<file path="config.mk">
export PLATFORM = sky130hd
export DESIGN_NAME = kabf_ctrl
export DESIGN_NICKNAME = d
export VERILOG_FILES = /design/src/rtl/core/kabf_pkg.sv /design/src/rtl/core/kabf_ctrl.sv
export SDC_FILE = /design/constraint.sdc
export NUM_CORES = 1
export LEC_CHECK = 0
export BUFFER_PORTS_ARGS = -buffer_cell sky130_fd_sc_hd__clkbuf_2
export CAP_MARGIN = 20
export CORE_MARGIN = 2
export CORE_UTILIZATION = 54
export CTS_BUF_LIST = sky130_fd_sc_hd__clkbuf_8
export CTS_CLUSTER_DIAMETER = 40
export DETAILED_ROUTE_END_ITERATION = 8
export PLACE_DENSITY = 0.76
export SLEW_MARGIN = 20
export SYNTH_ARGS = -nofsm -noshare
export SYNTH_HDL_FRONTEND = slang
export SYNTH_SLANG_ARGS = --single-unit
</file>
<file path="constraint.sdc">
create_clock -name aclk -period 2.1 [get_ports aclk]
set_clock_uncertainty 0.05 [all_clocks]
set_input_delay 0.42 -clock aclk [delete_from_list [all_inputs] [get_ports aclk]]
set_output_delay 0.42 -clock aclk [all_outputs]
set_load 0.1 [all_outputs]
</file>
<file path="src/rtl/core/kabf_pkg.sv">
// Shared types and constants for the angle/bias Kalman filter.
// No dependencies; used by the divider, the controller, the datapath, the top level and the testbench.
`default_nettype none

package kabf_pkg;

    localparam int DT_FRAC = 24;

    localparam logic signed [31:0] SAT_MAX = 32'sh7FFF_FFFF;
    localparam logic signed [31:0] SAT_MIN = 32'sh8000_0000;

    localparam logic [30:0] RST_ANGLE_NOISE = 31'd16777;
    localparam logic [30:0] RST_BIAS_NOISE  = 31'd50332;
    localparam logic [30:0] RST_MEAS_NOISE  = 31'd503316;

    typedef enum logic [1:0] {
        CFG_ANGLE_NOISE = 2'd0,
        CFG_BIAS_NOISE  = 2'd1,
        CFG_MEAS_NOISE  = 2'd2
    } cfg_idx_t;

    typedef enum logic [4:0] {
        STEP_NONE = 5'd0,
        STEP_INIT = 5'd1,
        STEP_P0   = 5'd2,
        STEP_P1   = 5'd3,
        STEP_P2   = 5'd4,
        STEP_P3   = 5'd5,
        STEP_P4   = 5'd6,
        STEP_P5   = 5'd7,
        STEP_SUM  = 5'd8,
        STEP_D0   = 5'd9,
        STEP_D0W  = 5'd10,
        STEP_D1   = 5'd11,
        STEP_D1W  = 5'd12,
        STEP_U0   = 5'd13,
        STEP_U1   = 5'd14,
        STEP_U2   = 5'd15,
        STEP_U3   = 5'd16,
        STEP_U4   = 5'd17,
        STEP_U5   = 5'd18,
        STEP_U6   = 5'd19
    } step_t;

    typedef struct packed {
        logic  capture;
        logic  load_out;
        step_t step;
    } cmd_t;

    typedef struct packed {
        logic need_init;
        logic div_done;
    } status_t;

    function automatic logic signed [31:0] sat32(input logic signed [67:0] v);
        logic signed [31:0] r;
        if (v > 68'(SAT_MAX)) begin
            r = SAT_MAX;
        end else if (v < 68'(SAT_MIN)) begin
            r = SAT_MIN;
        end else begin
            r = v[31:0];
        end
        return r;
    endfunction

endpackage

`default_nettype wire

</file>
<file path="src/rtl/core/kabf_ctrl.sv">
// Sequencer of the Kalman filter: one-hot state machine that walks the
// datapath through predict, gain and update, and owns both handshakes. Uses kabf_pkg.
`default_nettype none

module kabf_ctrl (
    input  wire logic              aclk,
    input  wire logic              aresetn,
    input  wire logic              s_valid,
    output logic                   s_ready,
    output logic                   m_valid,
    input  wire logic              m_ready,
    input  wire kabf_pkg::status_t status,
    output kabf_pkg::cmd_t         cmd
);

    typedef enum logic [21:0] {
        ST_IDLE = 22'h000001,
        ST_CHK  = 22'h000002,
        ST_INIT = 22'h000004,
        ST_P0   = 22'h000008,
        ST_P1   = 22'h000010,
        ST_P2   = 22'h000020,
        ST_P3   = 22'h000040,
        ST_P4   = 22'h000080,
        ST_P5   = 22'h000100,
        ST_SUM  = 22'h000200,
        ST_D0   = 22'h000400,
        ST_D0W  = 22'h000800,
        ST_D1   = 22'h001000,
        ST_D1W  = 22'h002000,
        ST_U0   = 22'h004000,
        ST_U1   = 22'h008000,
        ST_U2   = 22'h010000,
        ST_U3   = 22'h020000,
        ST_U4   = 22'h040000,
        ST_U5   = 22'h080000,
        ST_U6   = 22'h100000,
        ST_DONE = 22'h200000
    } state_t;

    state_t state_reg, state_next;
    logic   m_valid_reg, m_valid_next;
    logic   out_free;

    assign out_free = !m_valid_reg || m_ready;

    always_comb begin
        state_next   = state_reg;
        cmd.capture  = 1'b0;
        cmd.load_out = 1'b0;
        cmd.step     = kabf_pkg::STEP_NONE;
        unique case (state_reg)
            ST_IDLE: begin
                if (s_valid) begin
                    cmd.capture = 1'b1;
                    state_next  = ST_CHK;
                end
            end
            ST_CHK:  state_next = status.need_init ? ST_INIT : ST_P0;
            ST_INIT: begin cmd.step = kabf_pkg::STEP_INIT; state_next = ST_DONE; end
            ST_P0:   begin cmd.step = kabf_pkg::STEP_P0;   state_next = ST_P1;   end
            ST_P1:   begin cmd.step = kabf_pkg::STEP_P1;   state_next = ST_P2;   end
            ST_P2:   begin cmd.step = kabf_pkg::STEP_P2;   state_next = ST_P3;   end
            ST_P3:   begin cmd.step = kabf_pkg::STEP_P3;   state_next = ST_P4;   end
            ST_P4:   begin cmd.step = kabf_pkg::STEP_P4;   state_next = ST_P5;   end
            ST_P5:   begin cmd.step = kabf_pkg::STEP_P5;   state_next = ST_SUM;  end
            ST_SUM:  begin cmd.step = kabf_pkg::STEP_SUM;  state_next = ST_D0;   end
            ST_D0:   begin cmd.step = kabf_pkg::STEP_D0;   state_next = ST_D0W;  end
            ST_D0W: begin
                cmd.step = kabf_pkg::STEP_D0W;
                if (status.div_done) begin
                    state_next = ST_D1;
                end
            end
            ST_D1:   begin cmd.step = kabf_pkg::STEP_D1;   state_next = ST_D1W;  end
            ST_D1W: begin
                cmd.step = kabf_pkg::STEP_D1W;
                if (status.div_done) begin
                    state_next = ST_U0;
                end
            end
            ST_U0:   begin cmd.step = kabf_pkg::STEP_U0;   state_next = ST_U1;   end
            ST_U1:   begin cmd.step = kabf_pkg::STEP_U1;   state_next = ST_U2;   end
            ST_U2:   begin cmd.step = kabf_pkg::STEP_U2;   state_next = ST_U3;   end
            ST_U3:   begin cmd.step = kabf_pkg::STEP_U3;   state_next = ST_U4;   end
            ST_U4:   begin cmd.step = kabf_pkg::STEP_U4;   state_next = ST_U5;   end
            ST_U5:   begin cmd.step = kabf_pkg::STEP_U5;   state_next = ST_U6;   end
            ST_U6:   begin cmd.step = kabf_pkg::STEP_U6;   state_next = ST_DONE; end
            ST_DONE: begin
                if (out_free) begin
                    cmd.load_out = 1'b1;
                    state_next   = ST_IDLE;
                end
            end
            default: state_next = ST_IDLE;
        endcase
    end

    always_comb begin
        m_valid_next = m_valid_reg;
        if (cmd.load_out) begin
            m_valid_next = 1'b1;
        end else if (m_ready) begin
            m_valid_next = 1'b0;
        end
    end

    always_ff @(posedge aclk) begin
        if (!aresetn) begin
            state_reg   <= ST_IDLE;
            m_valid_reg <= 1'b0;
        end else begin
            state_reg   <= state_next;
            m_valid_reg <= m_valid_next;
        end
    end

    assign s_ready = (state_reg == ST_IDLE);
    assign m_valid = m_valid_reg;

`ifndef SYNTHESIS
    a_load_when_free: assert property (@(posedge aclk) disable iff (!aresetn)
        cmd.load_out |-> (!m_valid_reg || m_ready))
        else $error("result overwritten while waiting");
    a_load_sets_valid: assert property (@(posedge aclk) disable iff (!aresetn)
        cmd.load_out |=> m_valid)
        else $error("loaded result not presented");
    a_accept_checks: assert property (@(posedge aclk) disable iff (!aresetn)
        (s_valid && s_ready) |=> (state_reg == ST_CHK))
        else $error("transfer did not start a step");
    a_div_done_waited: assert property (@(posedge aclk) disable iff (!aresetn)
        status.div_done |-> (state_reg == ST_D0W || state_reg == ST_D1W))
        else $error("divider finished outside a wait state");
`endif

endmodule

`default_nettype wire

</file>
==> results.py, run 1 <==
metrics = {
    "run_status": {
        "stop_stage": "clock tree synthesis",
        "status": "aborted with a tool error",
        "error_line": "[ERROR DPL-0038] Utilization greater than 100%, impossible to legalize",
    },
    "yosys": {
        "avgSynthCellArea_sq_um": 8.71,
        "syn_area_sq_mm": 0.00145,
        "synth-edff-count": 0,
        "synth.top_cells.by_count": "dfxtp_1 (23), nor2_1 (20), nand2_1 (10)",
        "syn_nets": 172,
        "ys_async_sr_fraction_pct": 0,
        "yosysTopAreaCell": "dfxtp_1",
        "seq_area_frac_synth_pct": 31.8,
        "synth_flop_cell": "dfxtp_1",
        "synth_most_common_cell": "dfxtp_1",
        "synth_seq_cells": 23,
        "synth_cell_types": 45,
        "synthCells": 166,
        "netlist.area_leader.share_pct": 31.8,
        "yosys_warnings": 0,
        "ys_top_cells_by_area": "dfxtp_1 (32%), nor4_4 (5.9%), nor2_1 (5.2%), nand4_1 (3.9%), nand4b_1 (3.6%)",
    },
    "placed_design": {
        "place_congestion": 0.955,
        "port_buffers": 14,
        "place.detailed.hpwl_mm": 3.64,
        "placed_cell_area_sq_mm": 0.00213,
        "dpl.cell_count": 265,
    },
    "cts": {
        "clockBufferDepth": 2,
        "postCtsHoldBufs": 0,
        "cts.sinks": 23,
        "post_cts_buffers": 18,
        "ctsResizeCount": 54,
        "cts-buffers-inserted": 3,
        "root_buffer": "clkbuf_8",
        "h-tree-depth": 1,
    },
    "floorplan": {
        "num_io_pins": 15,
        "start_util_pct": 57.9,
        "die_h_um": 55.8,
        "rows": 18,
        "fp.dieW_um": 55.8,
    },
}
## cell families after synthesis
| group | Yosys count | synth area share, % |
|---|---|---|
| AO/OA/AOI/OAI | 27 | 15.5 |
| AND/OR/NAND/NOR | 99 | 44.7 |
| buffers and inverters | 11 | 4.32 |
| flip-flops | 23 | 31.8 |
| XOR/XNOR | 6 | 3.63 |
## metrics by stage
| stage | TNS, ns | setup slack, ns |
|---|---|---|
| floorplan | -9.93 | -1.51 |
| global placement | -5.03 | -0.322 |
| detailed placement | -6.25 | -0.390 |
==> run 2, diff against run 1 <==
CORE_UTILIZATION = 40   (was 54)
CTS_BUF_LIST = unset   (was sky130_fd_sc_hd__clkbuf_8)
CTS_CLUSTER_DIAMETER = unset   (was 40)
PLACE_DENSITY = unset   (was 0.76)
PLACE_DENSITY_LB_ADDON = 0.15   (was unset)
clock period = 2.7 ns   (was 2.1 ns; I/O delays follow)
==> results.py, run 2 <==
metrics = {
    "yosys": {
        "synth_most_common_cell": "dfxtp_1",
        "syn_area_sq_mm": 0.00145,
        "yosysTopAreaCell": "dfxtp_1",
        "synth_flop_cell": "dfxtp_1",
        "synth_seq_cells": 23,
        "yosys_warnings": 0,
        "ys_top_cells_by_area": "dfxtp_1 (32%), nor4_4 (5.9%), nor2_1 (5.2%), nand4_1 (3.9%), nand4b_1 (3.6%)",
        "synthCells": 166,
        "syn_nets": 172,
        "seq_area_frac_synth_pct": 31.8,
        "ys_async_sr_fraction_pct": 0,
        "synth_cell_types": 45,
        "avgSynthCellArea_sq_um": 8.71,
        "netlist.area_leader.share_pct": 31.8,
        "synth-edff-count": 0,
        "synth.top_cells.by_count": "dfxtp_1 (23), nor2_1 (20), nand2_1 (10)",
    },
    "layout": {
        "most-common-layout-cells": "buf_4 (50), nor2_1 (17), dfxtp_2 (11)",
        "final_common_cell": "buf_4",
        "finish.net_count": 241,
        "layout-drive-gt1-share_pct": 50.9,
        "area_delta_synth_final_pct": 58.9,
        "antenna_cells": 0,
        "largest_reg_flops": 22,
        "fillers": 284,
        "fin_cells": 280,
    },
    "cts": {
        "cts.sinks": 23,
        "postCtsHoldBufs": 0,
        "clockBufferDepth": 2,
        "cts-buffers-inserted": 3,
        "cts_tree": "built",
        "clkTransAtPathRegs_ns": 0.15,
        "clock_latency_ns": 0.33,
        "root_buffer": "clkbuf_4",
        "h-tree-depth": 1,
    },
    "critical_path": {
        "reg2reg_slack_ns": 0.03,
        "required_ns": 2.11,
        "cp_slowest_stage_delay_ns": 0.37,
        "r2r-start": "state_reg[12]",
        "cp_slowest_cell": "dfxtp_2",
        "worstPathMaxFanout": 3,
        "cp-end-kind": "output port",
        "cp-endpoint": "cmd[0]",
        "crit_type": "flop to output port",
        "start_kind": "flop",
        "worstPathArrival_ns": 2.49,
        "crit_chain": "nor4_4 > buf_4 > nand4_1 > buf_4 > or2_4 > nor3_4 > a311oi_2 > nand4_1 > buf_12",
        "r2r_cells": 9,
        "crit_path_start": "state_reg[12]",
        "r2r-end": "state_reg[16]",
    },
    "timing": {
        "fin_crit_sh_pct": 114,
        "maxSlewHeadroom_pct": 64.3,
        "rsz0062_at_grt": "true",
        "drv_slew": 0,
        "tns_ns": -1.86,
        "setup_slack_ns": -0.385,
        "hold_viol": 0,
        "setup_violations": 8,
        "min_period_ns": 3.08,
        "max_freq_mhz": 324,
        "worst_pin_slew_ns": 0.538,
    },
    "global_routing": {
        "grt_max_degree": 15,
        "overflow": 0,
        "grt_pass1_wl_mm": 7.57,
        "grt_pass1_vias": 1553,
        "track_usage_pct": 23.5,
        "antenna_found_initial": 0,
    },
    "route": {
        "drc": 0,
        "initialDrtViolationCount": 136,
        "vias": 1642,
        "wl_per_cell_um": 17.5,
        "first_pass_iters": 4,
        "ant_nets": 0,
        "wl_mm": 4.91,
        "viasPerCell": 5.86,
    },
    "hold_path": {
        "hp-class": "input port to flop",
    },
    "power": {
        "power_uw": 938,
        "irDropWorstVdd_mv": 0.469,
        "p_leak_uw": 0.000973,
        "power_density_mw_per_mm2": 408,
    },
    "floorplan": {
        "start_util_pct": 42.3,
        "rows": 21,
        "die_h_um": 64.1,
        "fp.dieW_um": 64.1,
        "num_io_pins": 15,
        "dieArea_sq_mm": 0.00411,
        "core_sq_mm": 0.00342,
    },
    "run_status": {
        "violations": "setup timing",
        "status": "finished, violations left",
    },
    "placed_design": {
        "place_congestion": 1.09,
        "dpl.cell_count": 257,
        "place.detailed.hpwl_mm": 3.23,
        "port_buffers": 14,
    },
    "job": {
        "max_cap_viol_count": 0,
    },
}
[run 2: metal layers]
layer	track usage (%)	share of wire (%)	vias up	wire (um)
met5	0	0	-	0
met4	6.65	3.9	0	191
met3	4.93	8.1	20	399
met2	38.5	49	97	2410
met1	31.2	39	758	1910
li1	-	-	767	-
[run 2: area by class of cell]
type                            instances  area [sq um]  area share [%]
Multi-Input combinational cell        132          1080            46.8
Timing Repair Buffer                   69           627            27.3
Sequential cell                        23           482            21.0
Tap cell                               46          57.6            2.50
Inverter                                6          26.3            1.14
Clock buffer                            3          22.5           0.980
Clock inverter                          1          7.51           0.327
[run 2: worst min-delay path by stage]
stage               slack [ns]      endpoint  depth (start not counted)         start
floorplan                 0.42  state_reg[6]                          2  state_reg[5]
global placement          0.48  state_reg[6]                          2  state_reg[5]
detailed placement        0.47  state_reg[6]                          2  state_reg[5]
CTS                       0.32  state_reg[3]                          2     status[1]
global route              0.30  state_reg[3]                          2     status[1]
finish                    0.32  state_reg[3]                          2     status[1]
[run 2: kinds of logic (layout without fill, tap and decap cells)]
| logic type | count (synthesis) | in the layout | share of synthesized area [%] |
|---|---|---|---|
| AO/OA/AOI/OAI | 27 | 27 | 15.5 |
| buffers and inverters | 11 | 79 | 4.32 |
| flip-flops | 23 | 23 | 31.8 |
| AND/OR/NAND/NOR | 99 | 99 | 44.7 |
| XOR/XNOR | 6 | 6 | 3.63 |
[run 2: per-stage QoR]
stage,setup WS [ns],hold WS [ns],utilization [%],cell area (sq um)
floorplan,-1.03,0.425,-,1490
global placement,0.0791,0.478,57.4,1960
detailed placement,0.0605,0.466,57.4,1960
CTS,-0.293,0.318,63.3,2160
global route,-0.482,0.304,67.3,2300
finish,-0.385,0.317,67.3,2300
[run 2: worst max-delay path, delay by kind of cell (launching register included)]
family	cells	cell delay [ns]
buf+inv	3	0.58
compound gates	1	0.12
flops	1	0.37
simple gates	5	1.09
[run 2: timing repair]
item / CTS / global route
pin swaps: 13 / 17
gates resized for setup: 19 / 24
buffers inserted: 16 / 10
setup endpoints to repair: 7 / 14
[run 2: power breakdown]
group	total [uW]	switching (uW)	internal [uW]	leakage, uW
Combinational	411	231	180	0.000766
Sequential	351	5.15	346	0.000193
Clock	176	120	56.7	0.0000139
Note: power is estimated with default switching activity, not from simulation.
